`config.mk`:
```
export PLATFORM = sky130hd
export DESIGN_NAME = sgemm_fpu
export DESIGN_NICKNAME = d
export VERILOG_FILES = /design/src/rtl/core/single_precision_gemm_core_macros.svh /design/src/rtl/core/sgemm_pkg.sv /design/src/rtl/core/sgemm_fpu.sv
export SDC_FILE = /design/constraint.sdc
export NUM_CORES = 2
export LEC_CHECK = 0
export CAP_MARGIN = 0
export CORE_MARGIN = 5
export CORE_UTILIZATION = 50
export DETAILED_ROUTE_END_ITERATION = 8
export DONT_BUFFER_PORTS = 1
export PLACE_DENSITY = 0.68
export SLEW_MARGIN = 30
export SYNTH_ARGS = -nofsm -noshare
export SYNTH_HDL_FRONTEND = slang
export SYNTH_SLANG_ARGS = --single-unit
```
`constraint.sdc`:
```
create_clock -name clk -period 6.99 [get_ports clk]
set_clock_uncertainty 0.05 [all_clocks]
set_input_delay 0.699 -clock clk [delete_from_list [all_inputs] [get_ports clk]]
set_output_delay 0.699 -clock clk [all_outputs]
set_load 0.01 [all_outputs]
```
`src/rtl/core/single_precision_gemm_core_macros.svh`:
```
// Assertion helpers for the GEMM core.
`ifndef SINGLE_PRECISION_GEMM_CORE_MACROS_SVH
`define SINGLE_PRECISION_GEMM_CORE_MACROS_SVH

// Same-cycle implication, checked at every rising edge out of reset.
`define SGC_ASSERT_IMPL(lbl, ante, cons) \
    lbl: assert property (@(posedge clk) disable iff (!rst_n) (ante) |-> (cons)) \
        else $error("sgemm core check failed");

// Next-cycle implication.
`define SGC_ASSERT_NEXT(lbl, ante, cons) \
    lbl: assert property (@(posedge clk) disable iff (!rst_n) (ante) |=> (cons)) \
        else $error("sgemm core check failed");

`endif

```
`src/rtl/core/sgemm_pkg.sv`:
```
package sgemm_pkg;

    localparam int MAX_DIM = 16;
    localparam int IDX_W   = $clog2(MAX_DIM);
    localparam int DIM_W   = $clog2(MAX_DIM + 1);
    localparam int DEPTH   = MAX_DIM * MAX_DIM;
    localparam int ADDR_W  = $clog2(DEPTH);

    localparam logic [2:0] CMD_LOAD_A = 3'd0;
    localparam logic [2:0] CMD_LOAD_B = 3'd1;
    localparam logic [2:0] CMD_LOAD_C = 3'd2;
    localparam logic [2:0] CMD_COMPUTE = 3'd3;
    localparam logic [2:0] CMD_READ_C = 3'd4;

    localparam logic [2:0] CFG_ROWS_M  = 3'd0;
    localparam logic [2:0] CFG_COLS_N  = 3'd1;
    localparam logic [2:0] CFG_INNER_K = 3'd2;
    localparam logic [2:0] CFG_ALPHA   = 3'd3;
    localparam logic [2:0] CFG_BETA    = 3'd4;

    localparam logic KIND_DONE = 1'b0;
    localparam logic KIND_READ = 1'b1;

    localparam logic [31:0] QNAN_BITS = 32'h7FC0_0000;

    // request into the float unit
    typedef struct packed {
        logic        go;
        logic        op_add;
        logic [31:0] x;
        logic [31:0] y;
    } fpu_req_t;

    typedef struct packed {
        logic        busy;
        logic        done;
        logic [31:0] res;
    } fpu_rsp_t;

    function automatic logic [ADDR_W-1:0] addr_of(input int r, input int c);
        return ADDR_W'(r * MAX_DIM + c);
    endfunction

endpackage

```
`src/rtl/core/sgemm_fpu.sv`:
```
module sgemm_fpu
    import sgemm_pkg::*;
(
    input  logic     clk,
    input  logic     rst_n,
    input  fpu_req_t req,
    output fpu_rsp_t rsp
);

    typedef enum logic [2:0] {
        F_IDLE  = 3'b001,
        F_NORM  = 3'b010,
        F_ROUND = 3'b100
    } fstate_t;

    fstate_t            state_reg;
    logic               sign_reg;
    logic signed [10:0] exp_reg;
    logic [48:0]        man_reg;
    logic               st_reg;
    logic               spec_reg;
    logic [31:0]        spec_val_reg;
    logic [31:0]        res_reg;
    logic               done_reg;

    // unpack
    logic               xs, ys;
    logic [7:0]         xe, ye;
    logic [22:0]        xf, yf;
    logic [23:0]        xm, ym;
    logic signed [10:0] xee, yee;
    logic               x_nan, y_nan, x_inf, y_inf, x_zero, y_zero;

    assign xs = req.x[31];
    assign ys = req.y[31];
    assign xe = req.x[30:23];
    assign ye = req.y[30:23];
    assign xf = req.x[22:0];
    assign yf = req.y[22:0];
    assign xm = {xe != 8'd0, xf};
    assign ym = {ye != 8'd0, yf};
    assign xee = (xe == 8'd0) ? 11'sd1 : $signed({3'b000, xe});
    assign yee = (ye == 8'd0) ? 11'sd1 : $signed({3'b000, ye});
    assign x_nan  = (xe == 8'hFF) && (xf != 23'd0);
    assign y_nan  = (ye == 8'hFF) && (yf != 23'd0);
    assign x_inf  = (xe == 8'hFF) && (xf == 23'd0);
    assign y_inf  = (ye == 8'hFF) && (yf == 23'd0);
    assign x_zero = (xe == 8'd0) && (xf == 23'd0);
    assign y_zero = (ye == 8'd0) && (yf == 23'd0);

    // multiply path
    logic [47:0]        prod;
    logic signed [10:0] mul_exp;
    logic               mul_nan, mul_inf;

    assign prod    = xm * ym;
    assign mul_exp = xee + yee - 11'sd126;
    assign mul_nan = x_nan || y_nan || (x_inf && y_zero) || (x_zero && y_inf);
    assign mul_inf = x_inf || y_inf;

    // add path: align the smaller magnitude to the larger
    logic               x_big;
    logic               bs, ss;
    logic [23:0]        bm, sm;
    logic signed [10:0] be, se;
    logic [10:0]        dexp;
    logic [48:0]        big_w, small_w0, small_w, lost_mask, sum_w;
    logic               add_nan, add_inf;
    logic [31:0]        add_inf_val;

    always_comb
    begin
        x_big     = req.x[30:0] >= req.y[30:0];
        bs        = x_big ? xs : ys;
        ss        = x_big ? ys : xs;
        bm        = x_big ? xm : ym;
        sm        = x_big ? ym : xm;
        be        = x_big ? xee : yee;
        se        = x_big ? yee : xee;
        dexp      = 11'(be - se);
        big_w     = {1'b0, bm, 24'd0};
        small_w0  = {1'b0, sm, 24'd0};
        lost_mask = '0;
        if (dexp > 11'd25)
        begin
            small_w = {48'd0, sm != 24'd0};
        end
        else
        begin
            lost_mask = (49'd1 << dexp[4:0]) - 49'd1;
            small_w   = (small_w0 >> dexp[4:0]);
            small_w[0] = small_w[0] | ((small_w0 & lost_mask) != 49'd0);
        end
        sum_w       = (bs == ss) ? (big_w + small_w) : (big_w - small_w);
        add_nan     = x_nan || y_nan || (x_inf && y_inf && (xs != ys));
        add_inf     = x_inf || y_inf;
        add_inf_val = x_inf ? req.x : req.y;
    end

    // rounding, to nearest even
    logic               inc;
    logic [24:0]        rsum;
    logic signed [10:0] exp_r;
    logic [23:0]        mant_r;
    logic [31:0]        res_round;

    always_comb
    begin
        inc    = man_reg[23] && (man_reg[24] || (man_reg[22:0] != 23'd0) || st_reg);
        rsum   = {1'b0, man_reg[47:24]} + {24'd0, inc};
        exp_r  = rsum[24] ? (exp_reg + 11'sd1) : exp_reg;
        mant_r = rsum[24] ? rsum[24:1] : rsum[23:0];
        if (spec_reg)
        begin
            res_round = spec_val_reg;
        end
        else if ((mant_r != 24'd0) && (exp_r >= 11'sd255))
        begin
            res_round = {sign_reg, 8'hFF, 23'd0};
        end
        else
        begin
            res_round = {sign_reg, mant_r[23] ? exp_r[7:0] : 8'h00, mant_r[22:0]};
        end
    end

    always_ff @(posedge clk or negedge rst_n)
    begin
        if (!rst_n)
        begin
            state_reg <= F_IDLE;
            done_reg  <= 1'b0;
        end
        else
        begin
            done_reg <= 1'b0;
            unique case (state_reg)
                F_IDLE:
                begin
                    if (req.go)
                    begin
                        state_reg <= F_NORM;
                    end
                end
                F_NORM:
                begin
                    if ((man_reg == 49'd0) || spec_reg)
                    begin
                        state_reg <= F_ROUND;
                    end
                    else if (man_reg[48])
                    begin
                    end
                    else if (exp_reg < 11'sd1)
                    begin
                    end
                    else if (!man_reg[47] && (exp_reg > 11'sd1))
                    begin
                    end
                    else
                    begin
                        state_reg <= F_ROUND;
                    end
                end
                F_ROUND:
                begin
                    done_reg  <= 1'b1;
                    state_reg <= F_IDLE;
                end
                default:
                begin
                    state_reg <= F_IDLE;
                end
            endcase
        end
    end

    // datapath registers
    always_ff @(posedge clk)
    begin
        unique case (state_reg)
            F_IDLE:
            begin
                if (req.go)
                begin
                    st_reg <= 1'b0;
                    if (req.op_add)
                    begin
                        man_reg      <= sum_w;
                        exp_reg      <= be;
                        sign_reg     <= (sum_w == 49'd0) ? (xs && ys) : bs;
                        spec_reg     <= add_nan || add_inf;
                        spec_val_reg <= add_nan ? QNAN_BITS : add_inf_val;
                    end
                    else
                    begin
                        man_reg      <= {1'b0, prod};
                        exp_reg      <= mul_exp;
                        sign_reg     <= xs ^ ys;
                        spec_reg     <= mul_nan || mul_inf;
                        spec_val_reg <= mul_nan ? QNAN_BITS : {xs ^ ys, 8'hFF, 23'd0};
                    end
                end
            end
            F_NORM:
            begin
                if ((man_reg == 49'd0) || spec_reg)
                begin
                end
                else if (man_reg[48])
                begin
                    man_reg <= man_reg >> 1;
                    st_reg  <= st_reg | man_reg[0];
                    exp_reg <= exp_reg + 11'sd1;
                end
                else if (exp_reg < 11'sd1)
                begin
                    // drop towards the subnormal range, collecting sticky bits
                    if (exp_reg < -11'sd7)
                    begin
                        man_reg <= man_reg >> 8;
                        st_reg  <= st_reg | (man_reg[7:0] != 8'd0);
                        exp_reg <= exp_reg + 11'sd8;
                    end
                    else
                    begin
                        man_reg <= man_reg >> 1;
                        st_reg  <= st_reg | man_reg[0];
                        exp_reg <= exp_reg + 11'sd1;
                    end
                end
                else if (!man_reg[47] && (exp_reg > 11'sd1))
                begin
                    if ((man_reg[47:40] == 8'd0) && (exp_reg > 11'sd8))
                    begin
                        man_reg <= man_reg << 8;
                        exp_reg <= exp_reg - 11'sd8;
                    end
                    else
                    begin
                        man_reg <= man_reg << 1;
                        exp_reg <= exp_reg - 11'sd1;
                    end
                end
                else
                begin
                end
            end
            F_ROUND:
            begin
                res_reg <= res_round;
            end
            default:
            begin
            end
        endcase
    end

    assign rsp.busy = (state_reg != F_IDLE);
    assign rsp.done = done_reg;
    assign rsp.res  = res_reg;

endmodule

```
==> run_results.csv <==
group,metric,value,unit
outcome,outcome,"finished, violations left",
outcome,violations,"negative setup slack",
die,rows,98,
logic_synthesis,ys_seq_area_frac,0.1080,
timing,fin_crit_sh,1.204,
drt,wirelength,145400,um
logic_synthesis,yosys-top-cells-count,"675 x nand2_1, 630 x inv_1, 484 x fa_1",
place,dpl.cell_count,5827,
setup_path,timing_worst_setup_path_type,"input pin to register",
setup_path,slowest_delay,540,ps
layout,largest_reg_flops,49,
cts,tritoncts,"done",
setup_path,arrival,8640,ps
setup_path,crit_path_top_delay_cell,"a2111o_1",
worst_hold_path,hp-class,"input pin to asynchronous set/reset pin",
drt,viasPerCell,6.090,
layout,fillers,6251,
drt,dr.pass1.iters,7,
run,drv_cap,0,
logic_synthesis,post-synth-top-count-cell,"nand2_1",
timing,max_slew.worst_pin.slew,1113,ps
layout,syn_to_final_growth,23.71,%
place,gp_congestion,1.040,
timing,setup-violations-final,21,
setup_path,cp.buffers_inverters,5,
die,num_io_pins,102,
drt,avgRoutedWirePerCell,24.48,um
setup_path,endpoint_kind,"register",
setup_path,cp_max_fo,29,
timing,rsz0062_at_grt,"true",
global_route,grt_pass1_vias,35760,
logic_synthesis,syn_nets,5374,
cts,cts_buffers,17,
timing,hold_slack,39.34,ps
timing,slew_viol_final,0,
drt,routed-via-count,36170,
logic_synthesis,synthArstFlopShare,0.03053,
logic_synthesis,yosysWarnings,0,
logic_synthesis,syn_area_per_cell,8.017,um^2
global_route,grt_antenna_before_repair,5,
layout,drive_gt1_frac,0.2365,
layout,fin_cells,5940,
die,start_util,0.5054,
logic_synthesis,syn_area,36250,um^2
timing,layout_setup_ws,-1426,ps
cts,clockRootBuffer,"clkbuf_16",
global_route,track_usage,0.3624,
layout,nets,5825,
logic_synthesis,synth_top_cell_by_area,"fa_1",
global_route,grt_pass1_wl,217700,um
logic_synthesis,synth_edf_count,127,
cts,htreeDepth,4,
drt,drc_errors,0,
cts,cts.reportedPaths.clkPinSlew,70,ps
logic_synthesis,synth_ff_type,"edfxtp_1",
timing,clock.fmax,118.8,MHz
die,dieArea,77990,um^2
cts,clk_latency,450,ps
cts,clk_path_buf_depth,2,
logic_synthesis,netlist_instances,4522,
setup_path,r2r_slack,1020,ps
global_route,overflow,0,
setup_path,required,7220,ps
global_route,grt_max_degree,87,
place,numPortBuffers,0,
drt,drtIter0Drc,4120,
timing,hold_violations,0,
drt,antenna_left,0,
logic_synthesis,synth_cell_types,103,
die,coreArea,71730,um^2
setup_path,start_kind,"input pin",
logic_synthesis,synth_top_area_share,0.2673,
die,die_w,279.3,um
timing,period_minus_slack,8416,ps
die,die_h,279.3,um
setup_path,cp_top_family,"compound AO/OA/AOI/OAI gates",
place,pre_cts_slack,-2064,ps
logic_synthesis,yosys-top-cells-area,"fa_1 27%, edfxtp_1 11%, ha_1 10%",
timing,slew_headroom,0.2553,
cts,cts_num_sinks,131,
place,hpwl,113000,um
logic_synthesis,synth_seq_cells,131,
-- metal layers --
metal,track usage,vias up,routed length [um]
met1,0.4720,17640,55460
li1,-,15900,-
met5,0,-,13
met3,0.07475,460,15010
met4,0.1915,2,9812
met2,0.5719,2176,65100
-- cells in the final DEF, fill, tap and decap left out, types with 30 or more instances in the layout --
master,netlist,layout
inv_1,630,601
nor4_1,43,35
a21oi_2,0,43
edfxtp_1,127,127
fa_1,484,470
ha_4,0,36
and2_1,162,156
a211oi_1,50,40
ha_1,300,261
xnor2_1,70,63
nand2_1,675,661
nand4_1,48,48
o21ai_0,153,122
nand3_1,75,67
xor2_1,34,30
nor2_1,283,264
a21oi_1,303,254
buf_6,5,32
a31oi_1,42,36
a21o_1,37,37
buf_4,4,719
nor3_1,107,94
mux2i_1,85,78
o211ai_1,36,36
-- cell families (layout without fill, tap and decap cells) --
group                      after synthesis  in the layout  share of synthesized area
and+or+nand+nor                       1552           1552                     0.1989
buffers and inverters                  969           1433                     0.1023
AOI/OAI and AO/OA                      863            863                     0.1545
adders and majority gates              784            784                     0.3708
DFF                                    131            131                     0.1080
muxes                                  119            119                    0.04035
xor gates and xnor gates               104            104                    0.02513
other                                    0              4                          0
-- path summary, 6_finish.rpt --
path,startpoint,endpoint,cells after the start
max,req[46],sign_reg$_DFFE_PP_,40
min,rst_n,state_reg[0]$_DFFE_PN1P_,0
max reg2reg,man_reg[23]$_DFFE_PP_,res_reg[19]$_DFFE_PP_,16
min reg2reg,spec_val_reg[7]$_SDFFCE_PP0P_,res_reg[7]$_DFFE_PP_,1
max in group asynchronous,rst_n,state_reg[2]$_DFFE_PN0P_,1
min in group clk,req[0],spec_val_reg[0]$_SDFFCE_PP0P_,1
-- stage by stage --
stage | cell area, um^2 | TNS, ps | utilization
global placement | 41870 | -24520 | 0.5837
floorplan | 37100 | -6052 | -
detailed placement | 41870 | -26860 | 0.5837
CTS | 43610 | -6790 | 0.6079
global route | 44840 | -13630 | 0.6251
finish | 44850 | -9296 | 0.6252
-- area by class of cell --
cell class,instances,area (um^2),share of cell area
Timing Repair Buffer,769,6103,0.1361
Sequential cell,131,3915,0.08729
Clock buffer,17,425.4,0.009486
Multi-Input combinational cell,3422,30600,0.6822
Antenna cell,4,10.01,0.0002232
Inverter,632,2417,0.05390
Clock inverter,15,191.4,0.004269
Tap cell,950,1189,0.02650
-- repair_timing --
item,4_1_cts,5_1_grt
endpoints found under the setup margin,23,30
gates resized for setup,155,202
setup buffers,45,43
pin swaps,115,134
hold buffers,1,0
gates cloned,2,0
hold endpoints to repair,3,0
Power is left out: the tool's default activity adds up to more than one toggle a clock period on the data nets, which glitch-free logic cannot reach.
